[config.mk]
export PLATFORM = sky130hd
export DESIGN_NAME = query_string_splitter_decoder_unit_flat
export DESIGN_NICKNAME = d
export VERILOG_FILES = /design/src/hw/rtl/qssd_pkg.sv /design/src/hw/rtl/qssd_in_if.sv /design/src/hw/rtl/qssd_out_if.sv /design/src/hw/rtl/qssd_front.sv /design/src/hw/rtl/qssd_fifo.sv /design/src/hw/rtl/qssd_back.sv /design/src/hw/rtl/query_string_splitter_decoder_unit.sv /design/src/flat_wrapper.sv
export SDC_FILE = /design/constraint.sdc
export NUM_CORES = 1
export LEC_CHECK = 0
export BUFFER_PORTS_ARGS = -buffer_cell sky130_fd_sc_hd__buf_2
export CAP_MARGIN = 5
export CORE_ASPECT_RATIO = 0.8
export CORE_MARGIN = 2
export CORE_UTILIZATION = 55
export CTS_BUF_LIST = sky130_fd_sc_hd__clkbuf_4
export DETAILED_ROUTE_END_ITERATION = 12
export GPL_ROUTABILITY_DRIVEN = 0
export PLACE_DENSITY = 0.75
export SETUP_SLACK_MARGIN = 0.4
export SLEW_MARGIN = 20
export SYNTH_ARGS = -nofsm -noshare
export SYNTH_HDL_FRONTEND = slang
export SYNTH_HIERARCHICAL = 1
export SYNTH_SLANG_ARGS = --single-unit
[constraint.sdc]
create_clock -name clk -period 3.7 [get_ports clk]
set_input_delay 0.555 -clock clk [delete_from_list [all_inputs] [get_ports clk]]
set_output_delay 0.555 -clock clk [all_outputs]
set_load 0.03 [all_outputs]
[src/hw/rtl/qssd_pkg.sv]
package qssd_pkg;

  // Result kinds
  typedef enum logic [1:0] {
    KIND_BYTE  = 2'd0,
    KIND_KEY   = 2'd1,
    KIND_VALUE = 2'd2,
    KIND_EMPTY = 2'd3
  } kind_t;

  // Escape tracking
  typedef enum logic [1:0] {
    PH_NONE  = 2'd0,
    PH_PCT   = 2'd1,
    PH_DIGIT = 2'd2
  } phase_t;

  localparam logic [7:0] CH_EQ      = 8'h3D;
  localparam logic [7:0] CH_AMP     = 8'h26;
  localparam logic [7:0] CH_SEMI    = 8'h3B;
  localparam logic [7:0] CH_HASH    = 8'h23;
  localparam logic [7:0] CH_PLUS    = 8'h2B;
  localparam logic [7:0] CH_PCT     = 8'h25;
  localparam logic [7:0] CH_SPACE   = 8'h20;
  localparam logic [7:0] CH_0       = 8'h30;
  localparam logic [7:0] CH_9       = 8'h39;
  localparam logic [7:0] CH_UA      = 8'h41;
  localparam logic [7:0] CH_UF      = 8'h46;
  localparam logic [7:0] CH_LA      = 8'h61;
  localparam logic [7:0] CH_LF      = 8'h66;
  localparam logic [7:0] HEX_ALPHA  = 8'd10;

  localparam int MAX_RES  = 3;
  localparam int FIFO_DEPTH = 4;
  localparam int FIFO_AW  = 2;

  typedef struct packed {
    kind_t      kind;
    logic [7:0] data;
  } result_t;

  // All results caused by one input byte
  typedef struct packed {
    logic [1:0]              cnt;
    logic                    last;
    result_t [MAX_RES-1:0]   res;
  } bundle_t;

  function automatic logic [3:0] hex_value(input logic [7:0] c);
    logic [7:0] t;
    begin
      t = 8'd0;
      if (c >= CH_0 && c <= CH_9) begin
        t = c - CH_0;
      end else if (c >= CH_UA && c <= CH_UF) begin
        t = c - CH_UA + HEX_ALPHA;
      end else if (c >= CH_LA && c <= CH_LF) begin
        t = c - CH_LA + HEX_ALPHA;
      end
      return t[3:0];
    end
  endfunction

  function automatic logic [7:0] plain_byte(input logic [7:0] c);
    return (c == CH_PLUS) ? CH_SPACE : c;
  endfunction

endpackage

[src/hw/rtl/qssd_in_if.sv]
interface qssd_in_if;
  logic       valid;
  logic       ready;
  logic [7:0] query_byte;
  logic       is_last;

  modport source (output valid, output query_byte, output is_last, input ready);
  modport sink (input valid, input query_byte, input is_last, output ready);
endinterface

[src/hw/rtl/qssd_out_if.sv]
interface qssd_out_if;
  logic       valid;
  logic       ready;
  logic [1:0] kind;
  logic [7:0] decoded_byte;
  logic       run_last;
  logic       query_end;

  modport source (output valid, output kind, output decoded_byte, output run_last,
                  output query_end, input ready);
  modport sink (input valid, input kind, input decoded_byte, input run_last,
                input query_end, output ready);
endinterface

[src/hw/rtl/qssd_front.sv]
module qssd_front (
  input  logic              clk,
  input  logic              rst_n,
  qssd_in_if.sink           in_ch,
  input  logic              q_full,
  output logic              q_push,
  output qssd_pkg::bundle_t q_data
);

  qssd_pkg::phase_t ph_r, ph_nxt;
  logic [7:0]       held_r, held_nxt;
  logic             key_r, key_nxt;
  logic             accept;
  logic [1:0]       n;
  logic             delim;
  logic [7:0]       c;
  qssd_pkg::bundle_t b;

  assign in_ch.ready = !q_full;
  assign accept      = in_ch.valid && in_ch.ready;
  assign c           = in_ch.query_byte;
  assign delim       = (c == qssd_pkg::CH_EQ) || (c == qssd_pkg::CH_AMP) ||
                       (c == qssd_pkg::CH_SEMI) || (c == qssd_pkg::CH_HASH);

  // Classify the byte and build its result bundle
  always_comb begin
    b        = '0;
    n        = 2'd0;
    ph_nxt   = ph_r;
    held_nxt = held_r;
    key_nxt  = key_r;
    if (delim) begin
      // flush a cut-short escape, then the segment event
      if (ph_r != qssd_pkg::PH_NONE) begin
        b.res[n] = '{kind: qssd_pkg::KIND_BYTE, data: qssd_pkg::CH_PCT};
        n = n + 2'd1;
        if (ph_r == qssd_pkg::PH_DIGIT) begin
          b.res[n] = '{kind: qssd_pkg::KIND_BYTE, data: qssd_pkg::plain_byte(held_r)};
          n = n + 2'd1;
        end
      end
      ph_nxt   = qssd_pkg::PH_NONE;
      held_nxt = 8'd0;
      if (c == qssd_pkg::CH_EQ) begin
        b.res[n] = '{kind: qssd_pkg::KIND_KEY, data: 8'd0};
        n = n + 2'd1;
        key_nxt = 1'b1;
      end else begin
        b.res[n] = '{kind: key_r ? qssd_pkg::KIND_VALUE : qssd_pkg::KIND_EMPTY, data: 8'd0};
        n = n + 2'd1;
        key_nxt = 1'b0;
      end
    end else begin
      unique case (ph_r)
        qssd_pkg::PH_PCT: begin
          held_nxt = c;
          ph_nxt   = qssd_pkg::PH_DIGIT;
        end
        qssd_pkg::PH_DIGIT: begin
          b.res[n] = '{kind: qssd_pkg::KIND_BYTE,
                       data: {qssd_pkg::hex_value(held_r), qssd_pkg::hex_value(c)}};
          n = n + 2'd1;
          ph_nxt   = qssd_pkg::PH_NONE;
          held_nxt = 8'd0;
        end
        qssd_pkg::PH_NONE: begin
          if (c == qssd_pkg::CH_PCT) begin
            ph_nxt = qssd_pkg::PH_PCT;
          end else begin
            b.res[n] = '{kind: qssd_pkg::KIND_BYTE, data: qssd_pkg::plain_byte(c)};
            n = n + 2'd1;
          end
        end
        default: begin
          ph_nxt   = qssd_pkg::PH_NONE;
          held_nxt = 8'd0;
        end
      endcase
      // end of query: flush what is pending, then close the segment
      if (in_ch.is_last) begin
        if (ph_nxt != qssd_pkg::PH_NONE) begin
          b.res[n] = '{kind: qssd_pkg::KIND_BYTE, data: qssd_pkg::CH_PCT};
          n = n + 2'd1;
          if (ph_nxt == qssd_pkg::PH_DIGIT) begin
            b.res[n] = '{kind: qssd_pkg::KIND_BYTE,
                         data: qssd_pkg::plain_byte(held_nxt)};
            n = n + 2'd1;
          end
        end
        b.res[n] = '{kind: key_r ? qssd_pkg::KIND_VALUE : qssd_pkg::KIND_EMPTY,
                     data: 8'd0};
        n = n + 2'd1;
      end
    end
    // end of query returns everything to reset
    if (in_ch.is_last) begin
      ph_nxt   = qssd_pkg::PH_NONE;
      held_nxt = 8'd0;
      key_nxt  = 1'b0;
    end
    b.cnt  = n;
    b.last = in_ch.is_last;
  end

  assign q_push = accept && (n != 2'd0);
  assign q_data = b;

  // Advance segment state on each transfer
  always_ff @(posedge clk) begin
    if (!rst_n) begin
      ph_r   <= qssd_pkg::PH_NONE;
      held_r <= 8'd0;
      key_r  <= 1'b0;
    end else if (accept) begin
      ph_r   <= ph_nxt;
      held_r <= held_nxt;
      key_r  <= key_nxt;
    end
  end

endmodule

[src/hw/rtl/qssd_fifo.sv]
module qssd_fifo (
  input  logic              clk,
  input  logic              rst_n,
  input  logic              push,
  input  qssd_pkg::bundle_t wr_data,
  input  logic              pop,
  output qssd_pkg::bundle_t rd_data,
  output logic              full,
  output logic              empty
);

  qssd_pkg::bundle_t             mem_r [qssd_pkg::FIFO_DEPTH];
  logic [qssd_pkg::FIFO_AW:0]    wr_ptr_r, rd_ptr_r;

  assign empty   = (wr_ptr_r == rd_ptr_r);
  assign full    = (wr_ptr_r[qssd_pkg::FIFO_AW-1:0] == rd_ptr_r[qssd_pkg::FIFO_AW-1:0]) &&
                   (wr_ptr_r[qssd_pkg::FIFO_AW] != rd_ptr_r[qssd_pkg::FIFO_AW]);
  assign rd_data = mem_r[rd_ptr_r[qssd_pkg::FIFO_AW-1:0]];

  // Store entries
  always_ff @(posedge clk) begin
    if (push && !full) begin
      mem_r[wr_ptr_r[qssd_pkg::FIFO_AW-1:0]] <= wr_data;
    end
  end

  // Advance pointers
  always_ff @(posedge clk) begin
    if (!rst_n) begin
      wr_ptr_r <= '0;
      rd_ptr_r <= '0;
    end else begin
      if (push && !full) begin
        wr_ptr_r <= wr_ptr_r + 1'b1;
      end
      if (pop && !empty) begin
        rd_ptr_r <= rd_ptr_r + 1'b1;
      end
    end
  end

`ifndef NO_ASSERTIONS
  a_no_overflow: assert property (@(posedge clk) disable iff (!rst_n) full |-> !push)
    else $error("queue push while full");
  a_no_underflow: assert property (@(posedge clk) disable iff (!rst_n) empty |-> !pop)
    else $error("queue pop while empty");
  a_nonzero_bundle: assert property (@(posedge clk) disable iff (!rst_n)
    push |-> (wr_data.cnt != 2'd0))
    else $error("empty bundle pushed");
  a_ptr_span: assert property (@(posedge clk) disable iff (!rst_n)
    ((wr_ptr_r - rd_ptr_r) <= 3'(qssd_pkg::FIFO_DEPTH)))
    else $error("queue occupancy out of range");
`endif

endmodule

[src/hw/rtl/qssd_back.sv]
module qssd_back (
  input  logic              clk,
  input  logic              rst_n,
  input  qssd_pkg::bundle_t q_data,
  input  logic              q_empty,
  output logic              q_pop,
  qssd_out_if.source        out_ch
);

  logic [1:0]       idx_r;
  logic             load;
  logic             at_end;
  qssd_pkg::result_t cur;
  logic             valid_r;
  logic [1:0]       kind_r;
  logic [7:0]       data_r;
  logic             run_last_r;
  logic             query_end_r;

  assign load   = !q_empty && (!valid_r || out_ch.ready);
  assign cur    = q_data.res[idx_r];
  assign at_end = (idx_r == q_data.cnt - 2'd1);
  assign q_pop  = load && at_end;

  // Step through the head bundle one result per transfer
  always_ff @(posedge clk) begin
    if (!rst_n) begin
      idx_r   <= 2'd0;
      valid_r <= 1'b0;
    end else begin
      if (load) begin
        valid_r <= 1'b1;
        idx_r   <= at_end ? 2'd0 : idx_r + 2'd1;
      end else if (out_ch.ready) begin
        valid_r <= 1'b0;
      end
    end
  end

  // Output payload register
  always_ff @(posedge clk) begin
    if (load) begin
      kind_r      <= cur.kind;
      data_r      <= cur.data;
      run_last_r  <= at_end;
      query_end_r <= at_end && q_data.last;
    end
  end

  assign out_ch.valid        = valid_r;
  assign out_ch.kind         = kind_r;
  assign out_ch.decoded_byte = data_r;
  assign out_ch.run_last     = run_last_r;
  assign out_ch.query_end    = query_end_r;

endmodule

[src/hw/rtl/query_string_splitter_decoder_unit.sv]
// A byte's results are written to the bundle queue, then loaded into the output register.
// Throughput: one input byte per cycle while the result queue has room; results
// drain one per cycle while out_ch.ready is high.
// The 4-entry bundle queue between classifier and serializer absorbs bursts.
// Reset: synchronous, active-low rst_n clears escape and key state and empties the queue.
module query_string_splitter_decoder_unit (
  input  logic       clk,
  input  logic       rst_n,
  qssd_in_if.sink    in_ch,
  qssd_out_if.source out_ch
);

  logic              q_push, q_pop, q_full, q_empty;
  qssd_pkg::bundle_t q_wr, q_rd;

  qssd_front u_front (
    .clk    (clk),
    .rst_n  (rst_n),
    .in_ch  (in_ch),
    .q_full (q_full),
    .q_push (q_push),
    .q_data (q_wr)
  );

  qssd_fifo u_fifo (
    .clk     (clk),
    .rst_n   (rst_n),
    .push    (q_push),
    .wr_data (q_wr),
    .pop     (q_pop),
    .rd_data (q_rd),
    .full    (q_full),
    .empty   (q_empty)
  );

  qssd_back u_back (
    .clk     (clk),
    .rst_n   (rst_n),
    .q_data  (q_rd),
    .q_empty (q_empty),
    .q_pop   (q_pop),
    .out_ch  (out_ch)
  );

endmodule
[src/flat_wrapper.sv]
// flat-port wrapper written by rule: the top's interface ports become plain ports
module query_string_splitter_decoder_unit_flat 
  (clk, rst_n, in_ch_valid, in_ch_query_byte, in_ch_is_last, in_ch_ready, out_ch_valid, out_ch_kind, out_ch_decoded_byte, out_ch_run_last, out_ch_query_end, out_ch_ready);
  qssd_in_if in_ch_i ();
  qssd_out_if out_ch_i ();
  input  logic clk;
  input  logic rst_n;
  input wire logic [$bits(in_ch_i.valid)-1:0] in_ch_valid;
  input wire logic [$bits(in_ch_i.query_byte)-1:0] in_ch_query_byte;
  input wire logic [$bits(in_ch_i.is_last)-1:0] in_ch_is_last;
  output wire logic [$bits(in_ch_i.ready)-1:0] in_ch_ready;
  output wire logic [$bits(out_ch_i.valid)-1:0] out_ch_valid;
  output wire logic [$bits(out_ch_i.kind)-1:0] out_ch_kind;
  output wire logic [$bits(out_ch_i.decoded_byte)-1:0] out_ch_decoded_byte;
  output wire logic [$bits(out_ch_i.run_last)-1:0] out_ch_run_last;
  output wire logic [$bits(out_ch_i.query_end)-1:0] out_ch_query_end;
  input wire logic [$bits(out_ch_i.ready)-1:0] out_ch_ready;
  assign in_ch_i.valid = in_ch_valid;
  assign in_ch_i.query_byte = in_ch_query_byte;
  assign in_ch_i.is_last = in_ch_is_last;
  assign in_ch_ready = in_ch_i.ready;
  assign out_ch_valid = out_ch_i.valid;
  assign out_ch_kind = out_ch_i.kind;
  assign out_ch_decoded_byte = out_ch_i.decoded_byte;
  assign out_ch_run_last = out_ch_i.run_last;
  assign out_ch_query_end = out_ch_i.query_end;
  assign out_ch_i.ready = out_ch_ready;
  query_string_splitter_decoder_unit u_core (.clk(clk), .rst_n(rst_n), .in_ch(in_ch_i), .out_ch(out_ch_i));
endmodule
==> results.yml <==
critical_path:
  required_ns: 3.94
  startpoint_type: "register"
  crit_arrival_ns: 3.24
  crit_type: "reg -> reg"
  endpoint_kind: "register"
  critPathMaxFanout: 33
synthesis:
  yosys-top-cells-area: "edfxtp_1 (56%), mux4_2 (9.7%), dfxtp_1 (5.7%)"
  netlist_area_sq_um: 7690
  synth_top_flop_cell: "edfxtp_1"
  avgSynthCellArea_sq_um: 15.0
  synth_cell_type_count: 75
  ys_ff_latch: 166
  synthArstFlopShare: 0
  yosys_warnings: 6
  synth_edf_count: 144
  synthTopCellsByCount: "edfxtp_1 (144), mux4_2 (33), nand2_1 (33)"
  synth_top_area_cell: "edfxtp_1"
  ys_seq_area_frac: 0.619
  synth.most_common_cell: "edfxtp_1"
  synth_top_area_frac: 0.562
  synthCells: 514
power:
  ir_drop_v: 0.000458
  powerDensity_nw_per_um2: 596
  cellLeakagePower_nw: 2.71
  internal_power_mw: 3.36
  p_sw_frac: 0.317
  p_switching_mw: 1.56
  clkPwrFrac: 0.205
  pwr-share-seq: 0.513
  combPwrFrac: 0.281
sta:
  worst_slew_pin_slew_ns: 0.987
  post-route-min-period_ns: 3.00
  rsz0062_at_grt: "false"
  period_share: 0.811
  hold_viol: 0
  fmax_ghz: 0.333
  slew_headroom: 0.341
  finClkSkew_ns: 0.0239
  hold_ws_ns: 0.313
  slew_viol_final: 0
  setup_viol: 0
  fin_setup_tns_ns: 0
  layout_setup_ws_ns: 0.699
clock_network:
  clkTransAtPathRegs_ns: 0.13
  cts_hold_buf: 0
  cts_root_buf: "clkbuf_4"
  htreeDepth: 4
  cts_num_sinks: 166
  post_cts_resize_count: 0
  clk_latency_ns: 0.55
  cts_tree: "built"
  numCtsBuffers: 17
  postCtsSetupRepairBufs: 0
  cts_buffer_depth: 2
layout:
  utilization: 0.607
  drive_gt1_frac: 0.225
  n_fill_cell: 1028
  nNetsFinal: 565
  n_antenna_cell: 0
  areaGrowthSynthToFinish_pct: 7.34
global_route:
  antenna_found_initial: 0
  grt_overflow: 0
  grt_pass1_wl_um: 23900
  first_global_vias: 4362
  grt_max_degree: 34
  track_usage: 0.218
die:
  io_pins: 27
  rows: 38
  dieHeight_um: 110
  initial_core_util: 0.566
  core_area_sq_um: 13600
  die_w_um: 136
  dieArea_sq_um: 15000
min_path:
  hold_class: "in -> reg"
routing:
  drtIter0Drc: 581
  ant_nets: 0
  via_per_inst: 6.25
  firstDrtPassIters: 6
  post_drt_wl_per_cell_um: 20.6
  vias: 4573
  drc: 0
  drt-total-wl_um: 15100
place:
  port_buffers: 26
  dp_slack_ns: 0.420
  hpwl_um: 10100
outcome:
  status: "completed"
job:
  max-cap-violations: 0
[worst paths after layout]
path	slack, ns	cells past startpoint	end	startpoint
worst max-delay path	0.70	9	u_core/u_fifo/mem_r[1][16]$_DFFE_PP_	u_core/u_fifo/rd_ptr_r[0]$_SDFFE_PN0P_
worst max register to register	0.70	9	u_core/u_fifo/mem_r[1][16]$_DFFE_PP_	u_core/u_fifo/rd_ptr_r[0]$_SDFFE_PN0P_
worst min register to register	0.56	2	u_core/u_front/key_r$_SDFFE_PN0P_	u_core/u_front/key_r$_SDFFE_PN0P_
worst min-delay path	0.31	2	u_core/u_front/held_r[5]$_SDFFE_PN0P_	in_ch_query_byte[5]
[through the flow]
step           cell area [sq um]  total power, mW  std cells
2_1_floorplan               7720             3.57        521
3_3_place_gp                7990             3.92        701
3_5_place_dp                7990             3.98        701
4_1_cts                     8260             4.97        732
5_1_grt                     8260             5.17        732
6_report                    8260             4.92        732
[final cells by class]
class | instances | area [sq um] | area share
sequential | 166 | 4770 | 0.577
clock inverter | 13 | 131 | 0.0159
clock buffer | 18 | 135 | 0.0164
multi-input combinational | 303 | 2680 | 0.325
timing repair buffer | 37 | 263 | 0.0318
inverter | 15 | 56.3 | 0.00682
tap | 180 | 225 | 0.0273
[power by group through the flow]
stage	combinational [mW]	sequential, mW	clock (mW)
floorplan	0.897	2.68	0
CTS	1.40	2.53	1.03
finish	1.39	2.53	1.01
global placement	1.37	2.56	0
global route	1.50	2.56	1.10
detailed placement	1.40	2.58	0
[sequential cells by signal, summed over array words and instances (netlist names), named ones only]
register	count
u_core/u_back/out_ch.decoded_byte	8
u_core/u_front/held_r	8
u_core/u_front/ph_r	2
u_core/u_fifo/mem_r	132
u_core/u_back/out_ch.kind	2
u_core/u_back/out_ch.run_last	1
u_core/u_front/key_r	1
u_core/u_fifo/wr_ptr_r	3
u_core/u_back/out_ch.query_end	1
u_core/u_fifo/rd_ptr_r	3
u_core/u_back/idx_r	2
u_core/u_back/out_ch.valid	1
[per-layer routing]
metal  vias up  track usage  part of all wire
met5         -            0                 0
met4         0       0.0647             0.019
met3        29       0.0586             0.073
met2       189        0.336              0.47
met1      2286        0.308              0.44
li1       2069            -                 -
[cell families (layout without fill, tap and decap cells)]
logic type,Yosys count,in the layout,synth area share
and+or+nand+nor,121,121,0.0903
buffers and inverters,52,83,0.0359
other,1,8,0.000487
AOI/OAI and AO/OA,98,98,0.0955
adders and majority gates,12,12,0.0195
xor gates and xnor gates,10,10,0.0114
DFF,166,166,0.619
muxes,54,54,0.128
[critical path, cell delays in order, from the launching register on]
cell and delay [ns]:
dfxtp_1 0.48, xor2_1 0.46, nor3_1 0.18, inv_1 0.10, nand2_1 0.29, nor2_1 0.40
inv_1 0.09, a31oi_1 0.22, and2_1 0.21, buf_12 0.23
[placed cells by master, fill, tap and decap left out, types with 5 or more instances in the layout]
| cell type | count |
|---|---|
| nand3b_1 | 6 |
| xnor2_1 | 7 |
| nor2b_1 | 8 |
| nand3_1 | 8 |
| a31oi_1 | 8 |
| clkbuf_4 | 18 |
| nand2b_1 | 6 |
| nand4_1 | 5 |
| o21ai_0 | 17 |
| dfxtp_1 | 21 |
| buf_2 | 26 |
| nor3_1 | 6 |
| nand2_1 | 33 |
| a21oi_1 | 13 |
| edfxtp_1 | 144 |
| conb_1 | 8 |
| mux4_2 | 33 |
| ha_1 | 12 |
| mux2i_1 | 17 |
| buf_4 | 7 |
| and2_1 | 7 |
| nor2_1 | 16 |
| clkinv_1 | 5 |
| inv_1 | 15 |
Power figures use the tool's default switching activity.
